File: src/design/cro_alloc_pkg.sv
// Shared types and constants for the credit ring offset allocator.
`default_nettype none
package cro_alloc_pkg;

  typedef enum logic [1:0] {
    ST_GRANTED  = 2'd0,
    ST_FULL     = 2'd1,
    ST_NOT_RDY  = 2'd2,
    ST_PROGRESS = 2'd3
  } status_t;

  localparam logic KIND_ALLOC    = 1'b0;
  localparam logic KIND_PROGRESS = 1'b1;

  // Register indexes (word address paddr[3:2]).
  localparam logic [1:0] REG_RING_LOG2 = 2'd0;
  localparam logic [1:0] REG_THRESHOLD = 2'd1;
  localparam logic [1:0] REG_PEER_ID   = 2'd2;
  localparam logic [1:0] REG_EV_PREFIX = 2'd3;

  localparam logic [4:0]  RING_LOG2_RST = 5'd12;
  localparam logic [15:0] THRESHOLD_RST = 16'd3276;
  localparam int unsigned MIN_RING_LOG2 = 4;

  typedef struct packed {
    status_t     status;
    logic [15:0] offset;
    logic        fetch_request;
    logic [63:0] fetch_cookie;
  } result_t;

endpackage
`default_nettype wire

File: src/design/credit_ring_offset_allocator_core.sv
// Credit ring offset allocator: register port, allocation logic and output buffer.
//
// Usage: the input channel (in_valid/in_ready) carries allocate transactions
// (kind 0: alloc_size, min_contig) and progress transactions (kind 1:
// remote_progress). Each input transaction yields exactly one result on the
// output channel (out_valid/out_ready): status, offset, fetch_request and
// fetch_cookie.
// An accepted result is registered into the output register, or into the skid
// register when that holds an untaken result. Throughput: one transaction per
// cycle while in_ready is high; the state update is a single pass of 64-bit
// subtract/compare logic between the state registers. A two-entry output buffer
// (output register plus skid register) lets one more transaction be accepted
// while a result waits; in_ready drops only when both entries are occupied, and
// rises again once the receiver takes a result.
// Reset (rst, synchronous): write position, skip count, receiver position
// and fetch-pending flag clear to zero, registers take their reset values,
// and the output buffer empties.
// Configuration is an APB-style port, one register per 32-bit word; pready
// is always high and writes land in the access cycle.
`default_nettype none
module credit_ring_offset_allocator_core #(
  parameter int unsigned MAX_RING_LOG2 = 16
) (
  input  wire logic        clk,
  input  wire logic        rst,
  // configuration
  input  wire logic        psel,
  input  wire logic        penable,
  input  wire logic        pwrite,
  input  wire logic [3:0]  paddr,
  input  wire logic [31:0] pwdata,
  output logic      [31:0] prdata,
  output logic             pready,
  // input channel
  input  wire logic        in_valid,
  output logic             in_ready,
  input  wire logic        kind,
  input  wire logic [16:0] alloc_size,
  input  wire logic [16:0] min_contig,
  input  wire logic [63:0] remote_progress,
  // output channel
  output logic             out_valid,
  input  wire logic        out_ready,
  output logic      [1:0]  status,
  output logic      [15:0] offset,
  output logic             fetch_request,
  output logic      [63:0] fetch_cookie
);

  localparam int unsigned RW = MAX_RING_LOG2 + 1;

  // configuration registers
  logic [4:0]  ring_log2;
  logic [15:0] threshold;
  logic [31:0] peer_id;
  logic [31:0] cookie_prefix;

  assign pready = 1'b1;

  always_ff @(posedge clk) begin
    if (rst) begin
      ring_log2     <= cro_alloc_pkg::RING_LOG2_RST;
      threshold     <= cro_alloc_pkg::THRESHOLD_RST;
      peer_id       <= '0;
      cookie_prefix <= '0;
    end else if (psel && penable && pwrite) begin
      case (paddr[3:2])
        cro_alloc_pkg::REG_RING_LOG2: ring_log2     <= pwdata[4:0];
        cro_alloc_pkg::REG_THRESHOLD: threshold     <= pwdata[15:0];
        cro_alloc_pkg::REG_PEER_ID:   peer_id       <= pwdata;
        cro_alloc_pkg::REG_EV_PREFIX: cookie_prefix <= pwdata;
        default: ;
      endcase
    end
  end

  always_comb begin
    case (paddr[3:2])
      cro_alloc_pkg::REG_RING_LOG2: prdata = {27'd0, ring_log2};
      cro_alloc_pkg::REG_THRESHOLD: prdata = {16'd0, threshold};
      cro_alloc_pkg::REG_PEER_ID:   prdata = peer_id;
      cro_alloc_pkg::REG_EV_PREFIX: prdata = cookie_prefix;
      default:                      prdata = '0;
    endcase
  end

  // allocator state
  logic [63:0] write_position, write_position_next;
  logic [63:0] skipped_bytes, skipped_bytes_next;
  logic [63:0] receiver_position, receiver_position_next;
  logic        fetch_pending, fetch_pending_next;

  logic [5:0]    lg_ext, lg_eff;
  logic [RW-1:0] ring_w, ring_o, ring_left;
  logic [63:0]   ring_64, used, outstanding;
  cro_alloc_pkg::result_t res;

  always_comb begin
    lg_ext = {1'b0, ring_log2};
    if (lg_ext < 6'(cro_alloc_pkg::MIN_RING_LOG2)) begin
      lg_eff = 6'(cro_alloc_pkg::MIN_RING_LOG2);
    end else if (lg_ext > 6'(MAX_RING_LOG2)) begin
      lg_eff = 6'(MAX_RING_LOG2);
    end else begin
      lg_eff = lg_ext;
    end
    ring_w    = RW'(1) << lg_eff;
    ring_o    = write_position[RW-1:0] & (ring_w - RW'(1));
    ring_left = ring_w - ring_o;
    ring_64   = 64'(ring_w);
    used        = write_position - skipped_bytes;
    outstanding = write_position - receiver_position;

    write_position_next    = write_position;
    skipped_bytes_next     = skipped_bytes;
    receiver_position_next = receiver_position;
    fetch_pending_next     = fetch_pending;
    res.status        = cro_alloc_pkg::ST_PROGRESS;
    res.offset        = '0;
    res.fetch_request = 1'b0;

    if (kind == cro_alloc_pkg::KIND_PROGRESS) begin
      receiver_position_next = remote_progress;
      fetch_pending_next     = 1'b0;
    end else if (used >= ring_64) begin
      res.status = cro_alloc_pkg::ST_FULL;
    end else if (outstanding + 64'(alloc_size) >= ring_64) begin
      res.status         = cro_alloc_pkg::ST_NOT_RDY;
      res.fetch_request  = !fetch_pending;
      fetch_pending_next = 1'b1;
    end else begin
      res.status = cro_alloc_pkg::ST_GRANTED;
      if (64'(ring_left) < 64'(min_contig)) begin
        // too little room before the ring end: skip to offset zero
        write_position_next = write_position + 64'(ring_left) + 64'(alloc_size);
        skipped_bytes_next  = skipped_bytes + 64'(ring_left);
      end else begin
        write_position_next = write_position + 64'(alloc_size);
        res.offset          = 16'(ring_o);
      end
      if (outstanding == 64'(threshold) && !fetch_pending) begin
        res.fetch_request  = 1'b1;
        fetch_pending_next = 1'b1;
      end
    end
    res.fetch_cookie = res.fetch_request ? {cookie_prefix, peer_id} : 64'd0;
  end

  // two-entry output buffer
  cro_alloc_pkg::result_t main_res, skid_res;
  logic main_valid, skid_valid;
  logic push, pop;

  assign in_ready = !skid_valid;
  assign push     = in_valid && in_ready;
  assign pop      = main_valid && out_ready;

  always_ff @(posedge clk) begin
    if (rst) begin
      write_position    <= '0;
      skipped_bytes     <= '0;
      receiver_position <= '0;
      fetch_pending     <= 1'b0;
    end else if (push) begin
      write_position    <= write_position_next;
      skipped_bytes     <= skipped_bytes_next;
      receiver_position <= receiver_position_next;
      fetch_pending     <= fetch_pending_next;
    end
  end

  always_ff @(posedge clk) begin
    if (rst) begin
      main_valid <= 1'b0;
      skid_valid <= 1'b0;
    end else if (skid_valid) begin
      if (pop) begin
        skid_valid <= 1'b0;
      end
    end else if (push) begin
      main_valid <= 1'b1;
      if (main_valid && !pop) begin
        skid_valid <= 1'b1;
      end
    end else if (pop) begin
      main_valid <= 1'b0;
    end
  end

  always_ff @(posedge clk) begin
    if (skid_valid) begin
      if (pop) begin
        main_res <= skid_res;
      end
    end else if (push) begin
      if (!main_valid || pop) begin
        main_res <= res;
      end else begin
        skid_res <= res;
      end
    end
  end

  assign out_valid     = main_valid;
  assign status        = main_res.status;
  assign offset        = main_res.offset;
  assign fetch_request = main_res.fetch_request;
  assign fetch_cookie  = main_res.fetch_cookie;

endmodule
`default_nettype wire

File: config.mk
export PLATFORM = sky130hd
export DESIGN_NAME = credit_ring_offset_allocator_core
export DESIGN_NICKNAME = d
export VERILOG_FILES = /design/src/design/cro_alloc_pkg.sv /design/src/design/credit_ring_offset_allocator_core.sv
export SDC_FILE = /design/constraint.sdc
export NUM_CORES = 1
export LEC_CHECK = 0
export ABC_AREA = 1
export BUFFER_PORTS_ARGS = -buffer_cell sky130_fd_sc_hd__buf_2
export CORE_AREA = 2 2 402 404
export CTS_CLUSTER_DIAMETER = 150
export DETAILED_ROUTE_END_ITERATION = 10
export DIE_AREA = 0 0 404 406
export GPL_TIMING_DRIVEN = 1
export SETUP_SLACK_MARGIN = 0.3
export SLEW_MARGIN = 20
export SYNTH_ARGS = -nofsm -noshare
export SYNTH_HDL_FRONTEND = slang
export SYNTH_SLANG_ARGS = --single-unit
export TNS_END_PERCENT = 20
File: constraint.sdc
create_clock -name clk -period 5.9 [get_ports clk]
set_input_delay 0.295 -clock clk [delete_from_list [all_inputs] [get_ports clk]]
set_output_delay 0.295 -clock clk [all_outputs]
set_load 0.1 [all_outputs]
==> results of run 1 <==
where the power goes:
group	switching (mW)	internal, mW	leakage (nW)
Combinational	2.08	1.07	20.4
Clock	1.53	2.22	0.952
Sequential	0.0369	3.29	3.96
Total	3.64	6.57	25.3
registers in the layout, summed over array words and instances (netlist names):
name	count
write_position	64
out_valid	1
fetch_pending	1
skid_res	83
cookie_prefix	32
fetch_cookie	64
skipped_bytes	64
peer_id	32
status	2
fetch_request	1
threshold	16
receiver_position	64
offset	16
skid_valid	1
ring_log2	5
final cells by class:
class,instances,area [um^2],share of cell area
Sequential cell,446,10600,0.207
Timing Repair Buffer,796,6050,0.118
Tap cell,2086,2610,0.0509
Multi-Input combinational cell,4721,25700,0.501
Clock buffer,69,1500,0.0293
Inverter,1148,4320,0.0843
Clock inverter,34,483,0.00941
Antenna cell,3,7.51,0.000146
worst max-delay path, delay by kind of cell (launching register included):
kind	cells	cell delay (ns)
AOI/OAI and AO/OA	3	0.47
and+or+nand+nor	25	2.32
DFF	1	0.35
buffers and inverters	8	1.06
adders and majority gates	3	0.90
xor gates and xnor gates	2	0.44
synth_stat cells (6+ instances only):
cell,count
sky130_fd_sc_hd__buf_4,10
sky130_fd_sc_hd__ha_1,249
sky130_fd_sc_hd__o211ai_1,16
sky130_fd_sc_hd__nor2_4,8
sky130_fd_sc_hd__a31oi_1,11
sky130_fd_sc_hd__clkinv_1,11
sky130_fd_sc_hd__a21o_1,9
sky130_fd_sc_hd__xor2_1,93
sky130_fd_sc_hd__nand4_1,150
sky130_fd_sc_hd__o21ai_0,325
sky130_fd_sc_hd__buf_2,13
sky130_fd_sc_hd__nand3_1,344
sky130_fd_sc_hd__buf_1,9
sky130_fd_sc_hd__fa_1,24
sky130_fd_sc_hd__dfxtp_1,280
sky130_fd_sc_hd__nor4_1,50
sky130_fd_sc_hd__nand3_2,8
sky130_fd_sc_hd__nor3b_1,8
sky130_fd_sc_hd__clkbuf_1,84
sky130_fd_sc_hd__nor3_1,122
sky130_fd_sc_hd__buf_6,6
sky130_fd_sc_hd__a21oi_1,546
sky130_fd_sc_hd__o22ai_1,21
sky130_fd_sc_hd__xnor2_1,39
sky130_fd_sc_hd__o21ai_1,20
sky130_fd_sc_hd__or2_2,9
sky130_fd_sc_hd__inv_2,54
sky130_fd_sc_hd__a211oi_2,10
sky130_fd_sc_hd__mux2i_1,8
sky130_fd_sc_hd__o31ai_1,7
sky130_fd_sc_hd__inv_1,1083
sky130_fd_sc_hd__o21bai_1,16
sky130_fd_sc_hd__nor2_1,819
sky130_fd_sc_hd__o221ai_1,12
sky130_fd_sc_hd__nand2_2,28
sky130_fd_sc_hd__a211oi_1,7
sky130_fd_sc_hd__edfxtp_1,166
sky130_fd_sc_hd__a21oi_2,8
sky130_fd_sc_hd__nand3b_1,14
sky130_fd_sc_hd__nand2_1,1652
sky130_fd_sc_hd__nor2_2,35
metrics by stage:
step | TNS, ns | hold WS (ns) | setup slack (ns)
global placement | -7.99 | 0.439 | -0.271
CTS | 0 | 0.00966 | 0.0167
floorplan | 0 | 0.373 | 0.606
global route | -2.82 | 0.0473 | -0.167
finish | 0 | 0.0492 | 0.207
detailed placement | -12.98 | 0.455 | -0.280
per-layer routing:
layer,vias to the layer above,GRT usage,part of all wire
li1,22200,-,-
met3,273,0.0250,0.068
met1,21000,0.281,0.45
met5,-,0,0.000069
met4,2,0.0709,0.040
met2,1622,0.333,0.44
cells by family (layout without fill, tap and decap cells):
| family | after synthesis | after routing | synth area share |
|---|---|---|---|
| xor gates and xnor gates | 132 | 132 | 0.0292 |
| and+or+nand+nor | 3271 | 3272 | 0.349 |
| DFF | 446 | 446 | 0.267 |
| adders and majority gates | 273 | 273 | 0.0908 |
| other | 2 | 17 | 0.000190 |
| AOI/OAI and AO/OA | 1022 | 1022 | 0.138 |
| muxes | 8 | 8 | 0.00202 |
| buffers and inverters | 1270 | 2047 | 0.123 |
final timing paths:
path / to / start / slack (ns)
setup / recovery: skipped_bytes[38]$_SDFFE_PP0P_ / receiver_position[10]$_SDFFE_PP0P_ / 0.21
hold / removal: cookie_prefix[13]$_SDFFE_PP0P_ / pwdata[13] / 0.05
setup reg to reg: skipped_bytes[38]$_SDFFE_PP0P_ / receiver_position[10]$_SDFFE_PP0P_ / 0.21
hold reg to reg: receiver_position[59]$_SDFFE_PP0P_ / receiver_position[59]$_SDFFE_PP0P_ / 0.46
what timing repair did:
action                                  in CTS  in global routing
pin swaps                                   56                 94
hold endpoints to repair                   142                  0
endpoints found under the setup margin     292                293
gates resized for setup                    120                256
hold buffers                                96                  0
buffers inserted                            27                 19
cloned                                       4                  1
==> run summary, run 1 <==
DRC errors left: 0
Worst hold path stage count: 3
Outcome: complete, no violations
Overflow after GRT: 0
Per-cell routed wire length: 18.8 um
Row Count: 147
Most area-consuming cells after synthesis: sky130_fd_sc_hd__nand2_1, sky130_fd_sc_hd__dfxtp_1, sky130_fd_sc_hd__edfxtp_1
Number of maximum-capacitance violations: 0
Worst EP arrival: 6.27 ns
Setup repair after global routing missed its margin: true
Power density cells: 199 nW/um^2
Count of synthesis-stage warnings from yosys: 0
Number of routed nets with antenna violations: 0
CP max stage delay: 0.35 ns
Final core area utilization: 0.321
Number of placed I/O pins: 260
Area enclosed by the die boundary: 164,000 um^2
Most frequent cells in the layout: sky130_fd_sc_hd__nand2_1, sky130_fd_sc_hd__inv_1, sky130_fd_sc_hd__nor2_1
Final HPWL DP: 145 mm
Sum of routed wire length over all layers: 175 mm
Commonest non-fill, non-tap cell in the layout: sky130_fd_sc_hd__nand2_1
Synth area leader: sky130_fd_sc_hd__nand2_1
Violation count after the first detailed-routing iteration: 3,817
Fraction of post-synthesis cell area in the top cell type by area: 0.157
Placed Cells: 9,050
Horizontal extent of the die: 404 um
Wire length of the first global-routing pass: 259 mm
Starting density of the core: 0.248
Cells after Synth: 6,424
Sort of element at the end of the critical path: flip-flop
Proportion of synthesized flip-flops having asynchronous set or reset: 0
Buffer cell driving the clock tree root: sky130_fd_sc_hd__clkbuf_16
Power consumption: 10.2 mW
Post-layout minimum cycle time: 5.69 ns
Number of global-route vias before repair: 42,300
Total count of hold-check failures in the final report: 0
Most used cell, CP: sky130_fd_sc_hd__nand2_1
CTS max path bufs: 3
Data required time of the worst path: 6.47 ns
Routability Congestion: 0.988
Total clock buffers created by CTS: 55
Flop and latch count out of synthesis: 446
Maximum number of pins on one net before global-route repair: 158
Worst Clk Skew: 0.0298 ns
Worst VDD drop: 0.237 mV
Fin cells: 9,303
Top FF cell, synth: sky130_fd_sc_hd__dfxtp_1
Vias per std cell: 4.84
Clock tree from TritonCTS: built
Register-to-Register Path Depth: 41
Buffers added on ports: 256
Headroom to the max-slew limit: 0.382
Clock-pin slew on the worst setup and hold paths: 0.06 ns
Share of the yosys chip area belonging to registers: 0.267
Number of synthesized flops with an enable pin: 166
Achievable clock frequency: 0.176 GHz
Insertion delay of the later-clocked pin in the worst-skew pair: 0.68 ns
Crit-path max FO: 8
Post-DP Area: 46,200 um^2
Worst Setup Path Type: flip-flop to flip-flop
Core area: 160,000 um^2
Non-Filler Cell Area, Final: 51,300 um^2
Class of the worst hold path: input port to flip-flop
# setup viols final: 0
Distinct cell type count after synthesis: 59
Antenna violations before repair: 7
Number of search-and-repair iterations in the first detailed-routing pass: 7
Count of H-tree levels built during CTS: 2
Fillcell total: 17,600
Sort of element at the start of the critical path: flip-flop
Slew Viols, Final: 0
Slew at the pin with the worst max-slew slack: 0.919 ns
Synth-to-layout area growth: 29.5%
Via total after detailed routing: 45,000
Sinks on Clock Net: 446
Final #Nets: 7,583
Syn Area/Cell: 6.17 um^2
Slowest CP cell: sky130_fd_sc_hd__dfxtp_1
Die H: 406 um
LEAKAGE: 25.3 nW
All-layer global routing usage: 0.206
Fraction of layout cells with a size suffix above 1: 0.169
Post-synthesis instance area: 39,600 um^2
Share of the clock period used by the worst path after layout: 0.965
(Power assumes the default switching activity.)
==> run 2, diff against run 1 <==
--- a/config.mk
+++ b/config.mk
@@ -5,12 +5,12 @@
 export SDC_FILE = /design/constraint.sdc
 export NUM_CORES = 1
 export LEC_CHECK = 0
-export ABC_AREA = 1
-export BUFFER_PORTS_ARGS = -buffer_cell sky130_fd_sc_hd__buf_2
-export CORE_AREA = 2 2 402 404
+export ABC_AREA = 0
+export CORE_AREA = 2 2 387 389
 export CTS_CLUSTER_DIAMETER = 150
 export DETAILED_ROUTE_END_ITERATION = 10
-export DIE_AREA = 0 0 404 406
+export DIE_AREA = 0 0 389 391
+export DONT_BUFFER_PORTS = 1
 export GPL_TIMING_DRIVEN = 1
 export SETUP_SLACK_MARGIN = 0.3
 export SLEW_MARGIN = 20
==> run 2 against run 1 <==
The run now ends with negative setup slack left. Highest routed layer unchanged. Sequential power rose by 9.3%. Worst setup slack got worse by 1.1 ns. Combinational power fell by 17%. Via count fell by 12%. Final cell count fell by 16%. Synthesized cell count fell by 26%. Largest power group is now registers. Sequential share of layout area fell by 0.13 points.
==> run summary, run 2 <==
Count of synthesis-stage warnings from yosys: 0 (unchanged)
Flip-flop count of the largest register, all copies and words added: 83 (unchanged)
Sum of routed wire length over all layers: 151 mm (-14%)
Synth area leader: sky130_fd_sc_hd__dfxtp_1
Slew Viols, Final: 0 (unchanged)
Violation count after the first detailed-routing iteration: 2,912 (-24%)
Number of search-and-repair iterations in the first detailed-routing pass: 5 (-2)
Power consumption: 9.65 mW (-5.5%)
Most frequent cells in the layout: sky130_fd_sc_hd__buf_4, sky130_fd_sc_hd__nand2_1, sky130_fd_sc_hd__a21oi_1
Final HPWL DP: 116 mm (-20%)
Core area: 149,000 um^2 (-7.0%)
Buffers added on ports: 0 (-100%)
Number of maximum-capacitance violations: 0 (unchanged)
Flop and latch count out of synthesis: 446 (unchanged)
Starting density of the core: 0.247 (-0.00108)
Headroom to the max-slew limit: 0.254 (-0.128)
# setup viols final: 293 (+293)
Insertion delay of the later-clocked pin in the worst-skew pair: 0.67 ns (about the same)
Die H: 391 um (-3.7%)
Syn Area/Cell: 7.70 um^2 (+25%)
Distinct cell type count after synthesis: 99 (+68%)
Routability Congestion: 0.984 (-0.38%)
Number of synthesized flops with an enable pin: 166 (unchanged)
Non-Filler Cell Area, Final: 51,600 um^2 (+0.64%)
Worst setup slack after layout: -0.878 ns (-1.08 ns)
Fin cells: 7,799 (-16%)
Post-layout minimum cycle time: 6.78 ns (+1.08 ns)
Flop pwr share: 0.377 (+0.051)
Post-placement worst setup slack: -1.21 ns (-0.930 ns)
Fraction of post-synthesis cell area in the top cell type by area: 0.153 (-0.00378)
Top FF cell, synth: sky130_fd_sc_hd__dfxtp_1
Horizontal extent of the die: 389 um (-3.7%)
Commonest non-fill, non-tap cell in the layout: sky130_fd_sc_hd__buf_4
Cell family contributing the most delay on the critical path: compound AO/OA/AOI/OAI gates
Setup repair after global routing missed its margin: true
Worst EP arrival: 7.33 ns (+1.06 ns)
Class of the worst hold path: input port to flip-flop
Sinks on Clock Net: 446 (unchanged)
LEAKAGE: 22.5 nW (-11%)
Maximum number of pins on one net before global-route repair: 311 (+97%)
Wire length of the first global-routing pass: 224 mm (-13%)
Total count of hold-check failures in the final report: 0 (unchanged)
Area enclosed by the die boundary: 152,000 um^2 (-7.3%)
Clock power frac: 0.352 (-0.015)
Per-cell routed wire length: 19.4 um (+3.2%)
Synth-to-layout area growth: 40.7%
Power density cells: 187 nW/um^2 (-6.1%)
Number of routed nets with antenna violations: 0 (unchanged)
Cells after Synth: 4,768 (-26%)
Overflow after GRT: 0 (unchanged)
Slew at the pin with the worst max-slew slack: 1.12 ns (+0.204 ns)
Commonest cells in the netlist: sky130_fd_sc_hd__nand2_1, sky130_fd_sc_hd__a21oi_1, sky130_fd_sc_hd__inv_1, sky130_fd_sc_hd__nor2_1, sky130_fd_sc_hd__dfxtp_1
Achievable clock frequency: 0.148 GHz (-16%)
Worst VDD drop: 0.275 mV (+16%)
Data required time of the worst path: 6.46 ns (about the same)
Slowest CP cell: sky130_fd_sc_hd__or4_4
Final #Nets: 6,228 (-18%)
Pint: 6.44 mW (-2.0%)
Post-DP Area: 45,600 um^2 (-1.4%)
Sort of element at the end of the critical path: flip-flop
Share of the yosys chip area belonging to registers: 0.289 (+0.0213)
CP max stage delay: 0.62 ns (+0.27 ns)
Most numerous cell in the Yosys netlist: sky130_fd_sc_hd__nand2_1
Post-synthesis instance area: 36,700 um^2 (-7.4%)
Number of global-route vias before repair: 38,100 (-10%)
Antenna violations before repair: 6 (-1)
Placed Cells: 7,364 (-19%)
Via total after detailed routing: 39,900 (-12%)
Vias per std cell: 5.11 (+5.5%)
DRC errors left: 0 (unchanged)
Share of the clock period used by the worst path after layout: 1.15 (+0.184)
Total clock buffers created by CTS: 53 (-3.6%)
Proportion of synthesized flip-flops having asynchronous set or reset: 0 (unchanged)
Worst Setup Path Type: flip-flop to flip-flop
Clock-pin slew on the worst setup and hold paths: 0.07 ns (about the same)
Outcome: complete, but fails checks
Row Count: 142 (-3.4%)
Clock tree from TritonCTS: built
CTS max path bufs: 3 (unchanged)
Fraction of layout cells with a size suffix above 1: 0.222 (+0.0529)
Buf+Inv Stages, Crit Path: 5 (-3)
Most area-consuming cells after synthesis: sky130_fd_sc_hd__dfxtp_1, sky130_fd_sc_hd__edfxtp_1, sky130_fd_sc_hd__ha_1
Sort of element at the start of the critical path: flip-flop
Buffer cell driving the clock tree root: sky130_fd_sc_hd__clkbuf_16
Crit-path max FO: 41 (+33)
All-layer global routing usage: 0.187 (-0.0192)
Violated checks: negative setup slack
Combinational share of power: 0.270 (-0.038)
Total net switching power: 3.21 mW (-12%)
Register with the highest flop count: skid_res
Switching power as a share of total power: 0.333 (-0.0236)
Setup TNS after final layout: -209.30 ns (-209.30 ns)
Fillcell total: 15,300 (-13%)
Count of H-tree levels built during CTS: 2 (unchanged)
Worst Clk Skew: 0.0647 ns (+0.0349 ns)
Number of placed I/O pins: 260 (unchanged)
[run 2: cell count changes after synthesis, moves of 70 or more]
cell and delta:
sky130_fd_sc_hd__a21oi_1 -85, sky130_fd_sc_hd__and2_1 +99, sky130_fd_sc_hd__clkbuf_1 +124, sky130_fd_sc_hd__inv_1 -730
sky130_fd_sc_hd__nand2_1 -937, sky130_fd_sc_hd__nand3_1 -225, sky130_fd_sc_hd__nor2_1 -479, sky130_fd_sc_hd__o21ai_0 -139
sky130_fd_sc_hd__o31ai_1 +138, sky130_fd_sc_hd__or4_1 +70, sky130_fd_sc_hd__xnor2_1 +76
[run 2: kinds of logic (layout without fill, tap and decap cells)]
logic type	after synthesis	in the layout	synth area share
AOI/OAI and AO/OA	1259	1259	0.220
xor gates and xnor gates	179	179	0.0427
adders and majority gates	273	273	0.0980
buffers and inverters	613	1683	0.0645
DFF	446	446	0.289
muxes	113	113	0.0342
other	2	19	0.000205
and+or+nand+nor	1883	1883	0.252
[run 2: timing repair]
action                                 CTS  global route
setup endpoints to repair              294           295
hold buffers                           306             2
setup buffers                           11             6
endpoints found under the hold margin  264            82
cloned                                   2            11
pin swaps                               65            25
gates resized for setup                 65           107
[run 2: worst reg2reg max path, delay by kind of cell (launching register included)]
family	cells	cell delay, ns
buffers and inverters	5	0.93
muxes	1	0.35
adders and majority gates	2	0.44
xor gates and xnor gates	1	0.07
DFF	1	0.36
and+or+nand+nor	9	2.18
AOI/OAI and AO/OA	13	2.37
[run 2: final timing paths]
path,start,cells past startpoint,end,slack (ns)
min reg2reg,skipped_bytes[42]$_SDFFE_PP0P_,2,skipped_bytes[42]$_SDFFE_PP0P_,0.50
max reg2reg,write_position[1]$_SDFFE_PP0P_,31,skipped_bytes[19]$_SDFFE_PP0P_,-0.88
max,write_position[1]$_SDFFE_PP0P_,31,skipped_bytes[19]$_SDFFE_PP0P_,-0.88
min,rst,2,skipped_bytes[62]$_SDFFE_PP0P_,0.00007
[run 2: layer usage]
layer  global-route usage  wire length, um
met1                0.238            65100
met3               0.0288             9660
met4               0.0611             5540
met2                0.319            71000
met5                    0               28
[run 2: cell type report]
cell class | instances | area (um^2) | area share
timing repair buffer | 1237 | 10600 | 0.206
multi-input combinational | 3721 | 24800 | 0.481
clock inverter | 20 | 259 | 0.00502
clock buffer | 72 | 1520 | 0.0294
sequential | 446 | 10600 | 0.205
antenna | 5 | 12.5 | 0.000242
tap | 1944 | 2430 | 0.0471
inverter | 354 | 1330 | 0.0258
[run 2: through the flow]
stage,hold slack [ns],utilization
3_5_place_dp,0.398,0.307
2_1_floorplan,0.397,-
5_1_grt,-0.0125,0.348
3_3_place_gp,0.387,0.307
6_report,0.0000659,0.348
4_1_cts,-0.180,0.342
[run 2: power by group through the flow]
stage                     logic, mW  clock network, mW  registers [mW]
final                          2.61               3.40            3.64
after global routing           2.83               3.59            3.65
after CTS                      2.52               3.46            3.64
after detailed placement       2.32                  0            3.71
after global placement         2.31                  0            3.71
after floorplan                1.36                  0            3.69
